===== src/hdl/sprc_pkg.sv =====
// Shared types and constants for the stepper pulse ramp chunker.
package sprc_pkg;

	// Widths of the shared divider: dividend up to 49 bits, divisor 32 bits.
	localparam int DIV_DW = 49;
	localparam int DIV_VW = 32;

	// Widths of the serial multiplier: step times chunk length.
	localparam int MUL_AW = 25;
	localparam int MUL_BW = 32;
	localparam int MUL_PW = MUL_AW + MUL_BW;

	// Chunk error shift (rate moves at most 1/32) and Newton iteration count.
	localparam int ERR_SHIFT    = 5;
	localparam int NEWTON_STEPS = 3;

	// Configuration register indexes.
	localparam logic [2:0] REG_TOTAL_PULSES = 3'd0;
	localparam logic [2:0] REG_PULLIN_RATE  = 3'd1;
	localparam logic [2:0] REG_ACCEL_RATE   = 3'd2;
	localparam logic [2:0] REG_TIMER_HZ     = 3'd3;
	localparam logic [2:0] REG_MIN_PERIOD   = 3'd4;

	typedef struct packed {
		logic              start;
		logic [DIV_DW-1:0] dividend;
		logic [DIV_VW-1:0] divisor;
	} div_req_t;

	typedef struct packed {
		logic              busy;
		logic              done;
		logic [DIV_DW-1:0] quo;
		logic [DIV_VW-1:0] rem;
	} div_rsp_t;

	typedef struct packed {
		logic              start;
		logic [MUL_AW-1:0] a;
		logic [MUL_BW-1:0] b;
	} mul_req_t;

	typedef struct packed {
		logic              done;
		logic [MUL_PW-1:0] prod;
	} mul_rsp_t;

	typedef enum logic [4:0] {
		ST_IDLE,
		ST_PREP,
		ST_BRAKE_WAIT,
		ST_ROOM,
		ST_BYERR_WAIT,
		ST_TOGO_GO,
		ST_TOGO_WAIT,
		ST_COUNT,
		ST_MUL_GO,
		ST_MUL_WAIT,
		ST_MOVE_HALF,
		ST_MOVE_FULL,
		ST_NEWT_GO,
		ST_NEWT_WAIT,
		ST_PER_GO,
		ST_PER_WAIT,
		ST_FINISH
	} state_t;

endpackage


===== src/hdl/sprc_div.sv =====
// Restoring divider, one quotient bit per cycle, shared by every division.
module sprc_div import sprc_pkg::*; (
	input  logic     clk,
	input  logic     arst_n,
	input  div_req_t req,
	output div_rsp_t rsp
);

	localparam int CW = $clog2(DIV_DW + 1);

	logic [DIV_VW-1:0] rem_q;
	logic [DIV_DW-1:0] quo_q;
	logic [DIV_VW-1:0] div_q;
	logic [CW-1:0]     cnt_q;
	logic              busy_q;
	logic              done_q;

	logic [DIV_VW:0]   trial;
	logic [DIV_VW:0]   diff;
	logic              ge;

	// Trial subtract of the next dividend bit
	always_comb begin
		trial = {rem_q, quo_q[DIV_DW-1]};
		diff  = trial - {1'b0, div_q};
		ge    = (trial >= {1'b0, div_q});
	end

	// Control: count iterations, pulse done after the last one
	always_ff @(posedge clk or negedge arst_n) begin
		if (!arst_n) begin
			busy_q <= 1'b0;
			done_q <= 1'b0;
			cnt_q  <= '0;
		end else if (req.start) begin
			busy_q <= 1'b1;
			done_q <= 1'b0;
			cnt_q  <= '0;
		end else if (busy_q) begin
			cnt_q <= cnt_q + 1'b1;
			if (cnt_q == CW'(DIV_DW - 1)) begin
				busy_q <= 1'b0;
				done_q <= 1'b1;
			end
		end else begin
			done_q <= 1'b0;
		end
	end

	// Datapath: shift in dividend bits, shift out quotient bits
	always_ff @(posedge clk) begin
		if (req.start) begin
			rem_q <= '0;
			quo_q <= req.dividend;
			div_q <= req.divisor;
		end else if (busy_q) begin
			rem_q <= ge ? diff[DIV_VW-1:0] : trial[DIV_VW-1:0];
			quo_q <= {quo_q[DIV_DW-2:0], ge};
		end
	end

	assign rsp.busy = busy_q;
	assign rsp.done = done_q;
	assign rsp.quo  = quo_q;
	assign rsp.rem  = rem_q;

endmodule


===== config.mk =====
export PLATFORM = sky130hd
export DESIGN_NAME = sprc_div
export DESIGN_NICKNAME = d
export VERILOG_FILES = /design/src/hdl/sprc_pkg.sv /design/src/hdl/sprc_div.sv
export SDC_FILE = /design/constraint.sdc
export NUM_CORES = 1
export LEC_CHECK = 0
export BUFFER_PORTS_ARGS = -buffer_cell sky130_fd_sc_hd__buf_2
export CAP_MARGIN = 20
export CORE_ASPECT_RATIO = 1.75
export CORE_UTILIZATION = 54
export CTS_CLUSTER_SIZE = 24
export DETAILED_ROUTE_END_ITERATION = 8
export PLACE_DENSITY_LB_ADDON = 0.25
export SYNTH_ARGS = -nofsm -noshare
export SYNTH_HDL_FRONTEND = slang
export SYNTH_SLANG_ARGS = --single-unit
export TNS_END_PERCENT = 5

===== constraint.sdc =====
create_clock -name clk -period 3.44 [get_ports clk]
set_clock_uncertainty 0.2 [all_clocks]
set_input_delay 0.516 -clock clk [delete_from_list [all_inputs] [get_ports clk]]
set_output_delay 0.516 -clock clk [all_outputs]
set_load 0.01 [all_outputs]

======== Word level (Yosys, flattened, before mapping) ========
Cells that the tools add are included.
word-level totals
  flip-flop bits (word level) ............. 121
  logic and storage cells ................. 23
  output and inout bits ................... 83
  input port bits ......................... 84
cells by class
  order comparisons ....................... 1
  mux-type cells .......................... 11
  reductions and logical operators ........ 1
  equal/unequal tests ..................... 2
  add/subtract/negate cells ............... 2
operators with widths
  operator               count
  $mux W49               2
  $ge A33 B32 Y1         1
  $mux W32               1
  $sub A32 B32 Y32       1
  $mux W6                2
  $add A6 B1 Y6 const B  1
  $eq A6 B6 Y1 const B   1
  $mux W1                6
  $ne A3 B2 Y1 const B   1
  $reduce_bool A2 Y1     1

======== Depth between registers and ports, before layout ========
  word-level depth ........................ 4
  depth in mapped cells ................... 13
  mapped depth without buffers ............ 12

======== Least setup slack after synthesis ========
OpenSTA, ideal clock, no wires.
  path type ............................... register to register
  start ................................... register quo_q[48]
  end ..................................... register rem_q[30]
  arrival time ............................ 2922 ps
  path buffers ............................ 0
  stages on the path, launching flop included .. 13
  setup slack ............................. 196 ps
  required time ........................... 3118 ps
  clock period less this slack ............ 3244 ps
  cells stage by stage .................... edfxtp_1 inv_1 ha_1 fa_1 nand2b_1 a21oi_2 nor3_1 or4_4 a211oi_4 nor4b_1 o31a_1 o31ai_1 a21oi_1
between the ends
  longest elaborated chain between the ends .. 2
RTL lines
  what                                                       RTL line                        text
  from (decl)                                                sprc_div.sv:12                  logic [DIV_DW-1:0] quo_q;
  from (signal assigned)                                     sprc_div.sv:54                  quo_q <= req.dividend;
  from (signal assigned)                                     sprc_div.sv:58                  quo_q <= {quo_q[DIV_DW-2:0], ge};
  $sub A32 B32 Y32 / $ge A33 B32 Y1 (equally long branches)  sprc_div.sv:25, sprc_div.sv:26
  $mux W32 *                                                 sprc_div.sv:57                  rem_q <= ge ? diff[DIV_VW-1:0] : trial[DIV_VW-1:0];
  to (signal assigned)                                       sprc_div.sv:57
  to (decl)                                                  sprc_div.sv:11                  logic [DIV_VW-1:0] rem_q;
Mark *: on every way between the ends. The rest lies on a longest branch, timed or not.
A chain may end at the register's enable or synchronous reset.

======== Worst setup path after layout ========
Same ends and word-level chain as after synthesis.

==> flow_summary.yaml <==
setup_path:
  path_class: "reg -> reg"
  end_kind: "register"
  critPathRequiredTime_ns: 3.51
  cp-start-kind: "register"
  cp_max_fo: 3
  worstPathArrival_ns: 3.32
die:
  core_area_sq_um: 12100
  ios: 167
  fp.dieH_um: 150
  row_count: 53
  chipWidth_um: 86.8
  start_util_pct: 56.0
  dieArea_sq_um: 13100
power_and_ir_drop:
  p_total_uw: 3820
  comb_power_share_pct: 11.5
  p_int_uw: 2870
  switching_power_uw: 953
  p_seq_share_pct: 44.8
  swShare_pct: 25.0
  p_leak_uw: 0.00376
  power_density_nw_per_um2: 455
  p_clk_share_pct: 43.7
  vdd_drop_max_mv: 0.340
sta:
  timing_hold_violations_final: 0
  worstMarginPinSlew_ns: 0.893
  fmax_mhz: 308
  rsz0062_at_grt: "false"
  post-route-period-util_pct: 94.5
  finalSetupTns_ns: 0
  setup_ws_ns: 0.189
  setup_viol: 0
  slew_headroom_pct: 40.5
  drv_slew: 0
  period_needed_ns: 3.25
logic_synthesis:
  yosysTopAreaCell: "edfxtp_1"
  ys_seq_elements: 121
  synth_area_per_cell_sq_um: 10.5
  syn_nets: 764
  synth-edff-count: 81
  yosysSeqAreaShare_pct: 48.2
  synth-main-ff-cell: "edfxtp_1"
  yosysTopAreaCellShare_pct: 35.8
  synth_warnings: 0
  syn_area_sq_um: 6800
  netlist_instances: 645
  synth.distinct_cells: 70
  synth_area_leaders: "edfxtp_1, dfxtp_1, mux2_2"
  ys_async_sr_fraction_pct: 6.61
  yosysMostFrequentCell: "edfxtp_1"
  synth_top_cells_by_count: "edfxtp_1, nand2_1, nor2_1"
route:
  drt_first_pass_iters: 4
  wl_per_cell_um: 16.6
  drtIter0Drc: 259
  num_vias: 5583
  vias_per_cell: 5.61
  ant_nets: 0
  drc_errors: 0
  drt_wl_total_um: 16500
cells_and_area:
  drive_gt1_share_pct: 34.2
  fin_util_pct: 69.1
  diodes: 0
  final_cells: 995
  area_growth_syn_to_layout_pct: 23.3
  nets: 936
placed_design:
  gp_congestion: 0.929
  dp_hpwl_um: 12000
  place_inst: 961
  pre_cts_ws_ns: 0.0300
  io_buffers: 166
cts:
  clock-root-buffer: "clkbuf_16"
  cts_buffer_depth: 2
  cts_made_buffers: 17
  htree_levels: 4
  cts_tree: "built"
  cts.clk_slew.worst_paths_ns: 0.06
  cts.sinks: 121
  insertion_delay_ns: 0.41
global_routing:
  gr-total-overflow: 0
  grt_pass1_vias: 5816
  grt_pass1_wl_um: 26100
  grt_max_degree: 75
  antenna_found_initial: 0
  grt_usage_pct: 25.9
status:
  outcome: "finished, final reports clean"
worst_hold_path:
  hp-class: "in -> reg"
flow_run:
  drv_cap: 0
[sequential cells by signal, indices dropped and copies added, names as in the netlist]
register / count
div_q: 32
cnt_q: 6
quo_q: 49
rem_q: 32
done_q: 1
busy_q: 1
[power by group through the flow]
stage	clock [uW]	combinational [uW]	sequential [uW]
3_5_place_dp	0	430	1740
2_1_floorplan	0	229	1760
3_3_place_gp	0	419	1730
6_report	1670	439	1710
5_1_grt	1760	478	1720
4_1_cts	1700	431	1710
[cell families after synthesis]
logic type      Yosys count  share of synthesized area [%]
simple gates            182                           12.5
compound gates          155                           16.2
flops                   121                           48.2
buf+inv                  79                           5.47
mux                      49                           8.10
fa+ha+maj                35                           6.55
xor+xnor                 24                           3.09
[layer usage]
| metal | wire length, um | track usage (%) |
|---|---|---|
| met5 | 0 | 0 |
| met3 | 850 | 5.70 |
| met4 | 521 | 12.3 |
| met2 | 8830 | 48.1 |
| met1 | 6300 | 27.1 |
[cell type report]
class / count / area [sq um]
fill: 940 / 3750
sequential: 121 / 3270
multi-input combinational: 445 / 3190
timing repair buffer: 183 / 980
clock buffer: 18 / 429
tap: 165 / 206
inverter: 49 / 184
clock inverter: 14 / 125
[stage by stage]
stage	cell area (sq um)	hold slack, ns
6_report	8380	0.0787
3_3_place_gp	7780	0.161
5_1_grt	8380	0.0632
4_1_cts	8340	0.0673
2_1_floorplan	6800	0.0204
3_5_place_dp	7780	0.164
[timing repair]
action | 4_1_cts | 5_1_grt
hold buffers | 1 | 0
buffers inserted | 0 | 1
resized for setup | 0 | 8
endpoints found under the hold margin | 8 | 0
setup endpoints to repair | 0 | 3
[cells in the final DEF (no fill, tap or decap), types with 4 or more instances in the layout]
| cell type | synthesis | final |
|---|---|---|
| mux2_2 | 48 | 48 |
| and2_1 | 4 | 4 |
| nand2b_1 | 6 | 5 |
| nor3_1 | 8 | 7 |
| o211ai_1 | 5 | 5 |
| ha_1 | 34 | 33 |
| nor2_1 | 59 | 59 |
| clkinv_4 | 0 | 4 |
| o21ai_0 | 19 | 19 |
| o21a_1 | 7 | 7 |
| clkbuf_16 | 0 | 17 |
| a31oi_1 | 6 | 6 |
| buf_4 | 3 | 15 |
| a21o_1 | 13 | 13 |
| a211oi_1 | 10 | 10 |
| xnor2_1 | 14 | 14 |
| a311oi_1 | 18 | 18 |
| dfrtp_1 | 8 | 8 |
| o21bai_1 | 6 | 6 |
| xor2_1 | 10 | 10 |
| nand3_1 | 14 | 14 |
| dfxtp_1 | 32 | 32 |
| buf_2 | 4 | 165 |
| a21oi_1 | 41 | 41 |
| nand4_1 | 7 | 7 |
| edfxtp_1 | 81 | 81 |
| inv_1 | 47 | 47 |
| nand2_1 | 59 | 58 |
[worst max-delay path: stages, from the launching register on]
cell      delay [ns]
edfxtp_1        0.36
inv_1           0.07
ha_2            0.19
fa_2            0.34
nand2b_4        0.17
a21oi_4         0.16
nor3_2          0.08
or4_4           0.56
a211oi_4        0.26
nor4b_1         0.11
o31a_1          0.30
o31ai_1         0.20
a21oi_1         0.10
[path summary, 6_finish.rpt]
path | startpoint | to | slack (ns) | cells past startpoint
max reg2reg | quo_q[48]$_DFFE_PP_ | rem_q[30]$_SDFFE_PP0P_ | 0.19 | 12
min in group asynchronous | arst_n | cnt_q[5]$_DFFE_PN0P_ | 0.28 | 2
min reg2reg | rem_q[1]$_SDFFE_PP0P_ | rem_q[1]$_SDFFE_PP0P_ | 0.32 | 2
max | quo_q[48]$_DFFE_PP_ | rem_q[30]$_SDFFE_PP0P_ | 0.19 | 12
max in group asynchronous | arst_n | cnt_q[2]$_DFFE_PN0P_ | 2.59 | 2
min | req[13] | div_q[13]$_DFFE_PP_ | 0.08 | 1
Note: power is estimated with default switching activity, not from simulation.
