<file path="config.mk">
export PLATFORM = sky130hd
export DESIGN_NAME = sprc_mul
export DESIGN_NICKNAME = d
export VERILOG_FILES = /design/src/hdl/sprc_pkg.sv /design/src/hdl/sprc_mul.sv
export SDC_FILE = /design/constraint.sdc
export NUM_CORES = 1
export LEC_CHECK = 0
export BUFFER_PORTS_ARGS = -buffer_cell sky130_fd_sc_hd__buf_2
export CORE_MARGIN = 2
export CORE_UTILIZATION = 60
export CTS_BUF_LIST = sky130_fd_sc_hd__clkbuf_8
export DETAILED_ROUTE_END_ITERATION = 8
export GPL_ROUTABILITY_DRIVEN = 0
export PLACE_DENSITY = 0.82
export SETUP_SLACK_MARGIN = 0.5
export SYNTH_ARGS = -nofsm -noshare
export SYNTH_HDL_FRONTEND = slang
export SYNTH_SLANG_ARGS = --single-unit
</file>
<file path="constraint.sdc">
create_clock -name clk -period 7.04 [get_ports clk]
set_input_delay 0.704 -clock clk [delete_from_list [all_inputs] [get_ports clk]]
set_output_delay 0.704 -clock clk [all_outputs]
set_load 0.01 [all_outputs]
</file>
<file path="src/hdl/sprc_pkg.sv">
// Shared types and constants for the stepper pulse ramp chunker.
package sprc_pkg;

	// Widths of the shared divider: dividend up to 49 bits, divisor 32 bits.
	localparam int DIV_DW = 49;
	localparam int DIV_VW = 32;

	// Widths of the serial multiplier: step times chunk length.
	localparam int MUL_AW = 25;
	localparam int MUL_BW = 32;
	localparam int MUL_PW = MUL_AW + MUL_BW;

	// Chunk error shift (rate moves at most 1/32) and Newton iteration count.
	localparam int ERR_SHIFT    = 5;
	localparam int NEWTON_STEPS = 3;

	// Configuration register indexes.
	localparam logic [2:0] REG_TOTAL_PULSES = 3'd0;
	localparam logic [2:0] REG_PULLIN_RATE  = 3'd1;
	localparam logic [2:0] REG_ACCEL_RATE   = 3'd2;
	localparam logic [2:0] REG_TIMER_HZ     = 3'd3;
	localparam logic [2:0] REG_MIN_PERIOD   = 3'd4;

	typedef struct packed {
		logic              start;
		logic [DIV_DW-1:0] dividend;
		logic [DIV_VW-1:0] divisor;
	} div_req_t;

	typedef struct packed {
		logic              busy;
		logic              done;
		logic [DIV_DW-1:0] quo;
		logic [DIV_VW-1:0] rem;
	} div_rsp_t;

	typedef struct packed {
		logic              start;
		logic [MUL_AW-1:0] a;
		logic [MUL_BW-1:0] b;
	} mul_req_t;

	typedef struct packed {
		logic              done;
		logic [MUL_PW-1:0] prod;
	} mul_rsp_t;

	typedef enum logic [4:0] {
		ST_IDLE,
		ST_PREP,
		ST_BRAKE_WAIT,
		ST_ROOM,
		ST_BYERR_WAIT,
		ST_TOGO_GO,
		ST_TOGO_WAIT,
		ST_COUNT,
		ST_MUL_GO,
		ST_MUL_WAIT,
		ST_MOVE_HALF,
		ST_MOVE_FULL,
		ST_NEWT_GO,
		ST_NEWT_WAIT,
		ST_PER_GO,
		ST_PER_WAIT,
		ST_FINISH
	} state_t;

endpackage

</file>
<file path="src/hdl/sprc_mul.sv">
// Shift-add multiplier, one multiplier bit per cycle.
module sprc_mul import sprc_pkg::*; (
	input  logic     clk,
	input  logic     arst_n,
	input  mul_req_t req,
	output mul_rsp_t rsp
);

	localparam int CW = $clog2(MUL_BW + 1);

	logic [MUL_PW-1:0] acc_q;
	logic [MUL_PW-1:0] mcand_q;
	logic [MUL_BW-1:0] mplier_q;
	logic [CW-1:0]     cnt_q;
	logic              busy_q;
	logic              done_q;

	// Control: count multiplier bits
	always_ff @(posedge clk or negedge arst_n) begin
		if (!arst_n) begin
			busy_q <= 1'b0;
			done_q <= 1'b0;
			cnt_q  <= '0;
		end else if (req.start) begin
			busy_q <= 1'b1;
			done_q <= 1'b0;
			cnt_q  <= '0;
		end else if (busy_q) begin
			cnt_q <= cnt_q + 1'b1;
			if (cnt_q == CW'(MUL_BW - 1)) begin
				busy_q <= 1'b0;
				done_q <= 1'b1;
			end
		end else begin
			done_q <= 1'b0;
		end
	end

	// Datapath: add the shifted multiplicand for each set bit
	always_ff @(posedge clk) begin
		if (req.start) begin
			acc_q    <= '0;
			mcand_q  <= {{MUL_BW{1'b0}}, req.a};
			mplier_q <= req.b;
		end else if (busy_q) begin
			if (mplier_q[0]) begin
				acc_q <= acc_q + mcand_q;
			end
			mcand_q  <= {mcand_q[MUL_PW-2:0], 1'b0};
			mplier_q <= {1'b0, mplier_q[MUL_BW-1:1]};
		end
	end

	assign rsp.done = done_q;
	assign rsp.prod = acc_q;

endmodule

</file>
* Yosys cells after proc, flatten, opt, wreduce, memory -nomap -nowiden
Cells that the tools add are included.
W data, S select, Z words.
** Storage, ports and cells
- Register bits :: 154
- Input bits :: 60
- Output and inout bits :: 58
** Cells by class
- Add/subtract/negate cells :: 2
- Equal/unequal tests :: 2
- Muxes and demuxes :: 12
- Reduce and logical (&&, ||, !) cells :: 2
** Operator list (number)
- $mux W32 :: 2
- $add A57 B57 Y57 :: 1
- $mux W25 :: 2
- $mux W6 :: 2
- $add A6 B1 Y6 const B :: 1
- $eq A6 B5 Y1 const B :: 1
- $mux W1 :: 6
- $ne A3 B2 Y1 const B :: 1
- $reduce_and A2 Y1 :: 1
- $reduce_bool A2 Y1 :: 1

* Depth between registers and ports, before layout
- Word-level depth :: 4
- Mapped depth :: 11

* Least setup slack after synthesis
Ideal clock, no wire load.
- Path kind :: register -> register
- Start point :: register mcand_q[0]
- End point :: register acc_q[56]
- Library setup time :: 0.121 ns
- Arrival time :: 2.781 ns
- Required time :: 6.919 ns
- Setup slack :: 4.137 ns
- Stages on the path, launching flop included :: 12
- Path buffers :: 0
- Path through :: edfxtp_1 -> ha_1 -> fa_1 -> a211oi_1 -> o21ai_1 -> a31oi_1 -> a21oi_2 -> o211ai_2 -> a211oi_2 -> o21a_1 -> o211a_1 -> mux2_4
** On the way
- Longest elaborated chain between the ends :: 1
** RTL lines
- start: declaration :: RTL line sprc_mul.sv:12 : logic [MUL_PW-1:0] mcand_q;
- start signal: assignment :: RTL line sprc_mul.sv:43 : mcand_q <= {{MUL_BW{1'b0}}, req.a};
- start signal: assignment :: RTL line sprc_mul.sv:49 : mcand_q <= {mcand_q[MUL_PW-2:0], 1'b0};
- $add A57 B57 Y57 :: RTL line sprc_mul.sv:47 : acc_q <= acc_q + mcand_q;
- end signal: assignment :: RTL line sprc_mul.sv:47
- end: declaration :: RTL line sprc_mul.sv:11 : logic [MUL_PW-1:0] acc_q;
Every way passes these cells.
A chain may end at the register's enable or synchronous reset.

* Final worst setup path
- Start point :: register mcand_q[0]
- End point :: register acc_q[38]
The elaborated chain is that of the path after synthesis.

==> results list <==
* Final Instance Area: approximately 10000 um^2
- Across the VDD grid, the largest voltage drop is 0.2467 mV.
- For this run, design rule violations remaining after detail routing come to 0.
- Fraction of layout cells with a size suffix above 1: 20.74%
* Count of antenna-violating nets left after detailed routing: 0
- Initial DRC count: 535
- Post-CTS Setup Bufs: 0
* Total of max-cap violations: 0
- The floorplan step defined a die boundary enclosing about 16000 um^2.
- For this configuration, the core starts out at a cell density of around 60%.
* Post-Route WL: around 20000 um
- After clock tree synthesis, the clock-pin slew on the worst setup and hold paths is 80 ps.
- Post-route total power: between 2 and 2.5 mW
- Data arrival time of the critical path: 3670 ps
* CTS tree: done
* Count of cells resized by post-cts repair: 0
* Layout Skew: between 10 and 15 ps
- Clock root cell: sky130_fd_sc_hd__clkbuf_8
- Detailed placement ended at an HPWL of roughly 14000 um.
- STA classifies the critical path startpoint as a register.
* Fraction of registers with async set/reset: between 5 and 6%
- Commonest cells post-synth: sky130_fd_sc_hd__nand2_1 (119), sky130_fd_sc_hd__a21oi_1 (98), sky130_fd_sc_hd__dfxtp_1 (89)
* Cell area after synthesis: about 9100 um^2
* Maximum clock rate: just over 300 MHz
- Actual transition at the worst max-transition pin: between 1000 and 1500 ps
* Post-synthesis to final-layout area growth: 11.37%
- Pin placement for this block handled 118 I/O pins.
- After clock tree synthesis, the flow added hold-fix buffers numbering 0.
* Yosys reg bits: between 150 and 200
* Final number of setup-violating endpoints: 0
- Post-synthesis sequential area ratio: 40.44%
- Result of the run: finished, final reports clean
- Of the available clock period, the critical path in the final layout requires 46.55%.
- Setup CP Type: reg -> reg
* Count of cell types in the netlist: 68
* Overall overflow remaining after global route: 0
* Number of buffers inserted during clock tree synthesis: 17
* Final Hold Viols: 0
- The core region is 15030 um^2.
* Vias in the first global route: 7008
- Averaged over all synthesized cells, the footprint is 9.281 um^2.
- By area the synthesized netlist is led by sky130_fd_sc_hd__dfxtp_1 (20%), sky130_fd_sc_hd__edfxtp_1 (19%), sky130_fd_sc_hd__ha_1 (7.8%).
- Total track usage: between 20 and 25%
* Num rows: 45
* Later-pin clock latency in the skew report: between 400 and 500 ps
* Max FO, Critical Path: 4
* Cell with the most instances after synthesis: sky130_fd_sc_hd__nand2_1
- Among all flip-flop cells after synthesis, the most frequent one is sky130_fd_sc_hd__dfxtp_1.
- Maximum clock path buffer count: 2
* Number of port buffers: roughly 120
- Count of pins over their slew limit: 0
- Measured along the y axis, the die boundary spans ~130 um.
- Type of element capturing the critical path: register
- Yosys warning total: 0
* Die outline width: 127.4 um
* Number of iterations in the first detailed-routing pass: 6
* Largest area contributor in the synthesized netlist: sky130_fd_sc_hd__dfxtp_1
* Instance area at placement: ~10000 um^2
- Via count: between 7000 and 8000
- Proportion of netlist area held by the largest area contributor: 19.51%
* LEAKAGE: 4.586 nW
- PD cells: around 230 nW/um^2
- Summed negative setup slack over all endpoints: 0 ps
- The number of antenna violations at the first check in global routing was 0.
* Count of inserted antenna diode cells: 0
- Number of clock sinks: roughly 150
* Wire length of the first global-routing pass: between 30000 and 40000 um
- Entering global routing, the biggest net connects 71 pins.
* Syn nets: roughly 1100
- Vias per Instance: approximately 6
* Average wire per standard cell: 15.92 um
- The H-tree generated during clock tree synthesis spans 4 levels.
- After technology mapping, the gate count stands at just under 1000.
* Setup repair after global routing missed its margin: no
* Tmin final: 3277 ps
- Relative max-transition margin: around 23%
* Required time at the endpoint of the critical path: ~7400 ps
- Number of nets at the end of the flow: 1185
- Worst min-delay path category: in -> async
* Number of flops mapped to enable cells by yosys: 57
[metal layers]
| metal | global-route usage [%] | share of wire, % | up-vias |
|---|---|---|---|
| li1 | - | - | 3795 |
| met1 | 34.69 | 46 | 3652 |
| met2 | 39.32 | 46 | 214 |
| met3 | 5.821 | 5.7 | 34 |
| met4 | 6.852 | 1.5 | 0 |
| met5 | 0 | 0 | - |
[kinds of logic (layout without fill, tap and decap cells)]
kind of cell,Yosys count,count (layout),share of synthesized area [%]
mux,90,90,10.67
fa+ha+maj,58,58,8.028
buf+inv,68,164,3.000
flops,154,154,40.44
simple gates,317,317,16.22
xor+xnor,39,39,3.740
compound gates,258,258,17.89
[worst max-delay path: stages, from the launching register on]
cell	delay, ps
sky130_fd_sc_hd__edfxtp_1	390
sky130_fd_sc_hd__ha_1	230
sky130_fd_sc_hd__fa_1	430
sky130_fd_sc_hd__a21o_1	200
sky130_fd_sc_hd__a21oi_1	220
sky130_fd_sc_hd__nand4b_1	190
sky130_fd_sc_hd__a31oi_1	140
sky130_fd_sc_hd__nor4_2	420
sky130_fd_sc_hd__o21a_1	280
sky130_fd_sc_hd__o21ai_0	120
sky130_fd_sc_hd__or4b_1	490
sky130_fd_sc_hd__nand3_1	100
[final timing paths]
kind	cells past startpoint	slack, ps	endpoint	startpoint
min	1	80	cnt_q[5]$_DFFE_PN0P_	arst_n
max in group asynchronous	1	6780	busy_q$_DFF_PN0_	arst_n
min in group clk	2	480	acc_q[33]$_SDFFE_PP0P_	acc_q[33]$_SDFFE_PP0P_
max reg2reg	11	3760	acc_q[38]$_SDFFE_PP0P_	mcand_q[0]$_SDFFCE_PN0P_
min reg2reg	2	480	acc_q[33]$_SDFFE_PP0P_	acc_q[33]$_SDFFE_PP0P_
max	11	3760	acc_q[38]$_SDFFE_PP0P_	mcand_q[0]$_SDFFCE_PN0P_
[through the flow]
stage          worst slack, ps  std cells  hold WS, ps  util (%)
6_report                  3763       1268        78.33     67.66
5_1_grt                   3590       1268        67.29     67.66
4_1_cts                   3804       1268        62.84     67.66
3_5_place_dp              3729       1236        465.4     64.94
3_3_place_gp              3794       1236        455.5     64.94
2_1_floorplan             4137        984        408.4         -
[flip-flops by register name (all words and copies together), names as in the netlist]
register and flops:
acc_q 57, busy_q 1, cnt_q 6, done_q 1, mcand_q 57, mplier_q 32
[power by group]
part           internal (mW)  total [mW]  switching, mW  leakage [nW]
registers               1.00        1.05         0.0481          1.43
logic                  0.257       0.623          0.366          2.95
clock network          0.351       0.692          0.341         0.205
total                   1.61        2.36          0.755          4.59
[layout make-up]
class | instances | area [um^2]
clock buffer | 17 | 234.0
clock inverter | 15 | 175.2
multi-input combinational | 762 | 5169
inverter | 10 | 37.54
fill | 1245 | 4862
timing repair buffer | 122 | 625.6
sequential | 154 | 3695
tap | 188 | 235.2
[placed cells by master, fill, tap and decap left out, types with 4 or more instances in the layout]
master	netlist	layout
sky130_fd_sc_hd__a211oi_1	12	12
sky130_fd_sc_hd__nand2_1	119	118
sky130_fd_sc_hd__inv_1	10	11
sky130_fd_sc_hd__and2_1	5	4
sky130_fd_sc_hd__ha_1	57	57
sky130_fd_sc_hd__xor2_1	19	19
sky130_fd_sc_hd__mux2_2	55	55
sky130_fd_sc_hd__o31ai_1	4	4
sky130_fd_sc_hd__dfrtp_1	8	7
sky130_fd_sc_hd__edfxtp_1	57	57
sky130_fd_sc_hd__o311ai_0	4	4
sky130_fd_sc_hd__o21bai_1	5	5
sky130_fd_sc_hd__o21ai_0	38	38
sky130_fd_sc_hd__dfxtp_1	89	89
sky130_fd_sc_hd__nor4b_1	4	4
sky130_fd_sc_hd__nand4_1	20	20
sky130_fd_sc_hd__o21a_1	8	8
sky130_fd_sc_hd__or3_1	7	7
sky130_fd_sc_hd__o21ai_1	7	7
sky130_fd_sc_hd__clkbuf_8	0	17
sky130_fd_sc_hd__buf_4	1	6
sky130_fd_sc_hd__nor2_1	72	72
sky130_fd_sc_hd__buf_2	6	116
sky130_fd_sc_hd__and3_1	10	10
sky130_fd_sc_hd__mux2i_1	34	34
sky130_fd_sc_hd__nor2b_1	8	8
sky130_fd_sc_hd__a21oi_1	98	98
sky130_fd_sc_hd__xnor2_1	20	20
sky130_fd_sc_hd__nor3_1	19	19
sky130_fd_sc_hd__o211ai_1	14	14
sky130_fd_sc_hd__nand3_1	33	33
sky130_fd_sc_hd__a31oi_1	8	8
sky130_fd_sc_hd__a21o_1	27	27
Note: power is estimated with default switching activity, not from simulation.
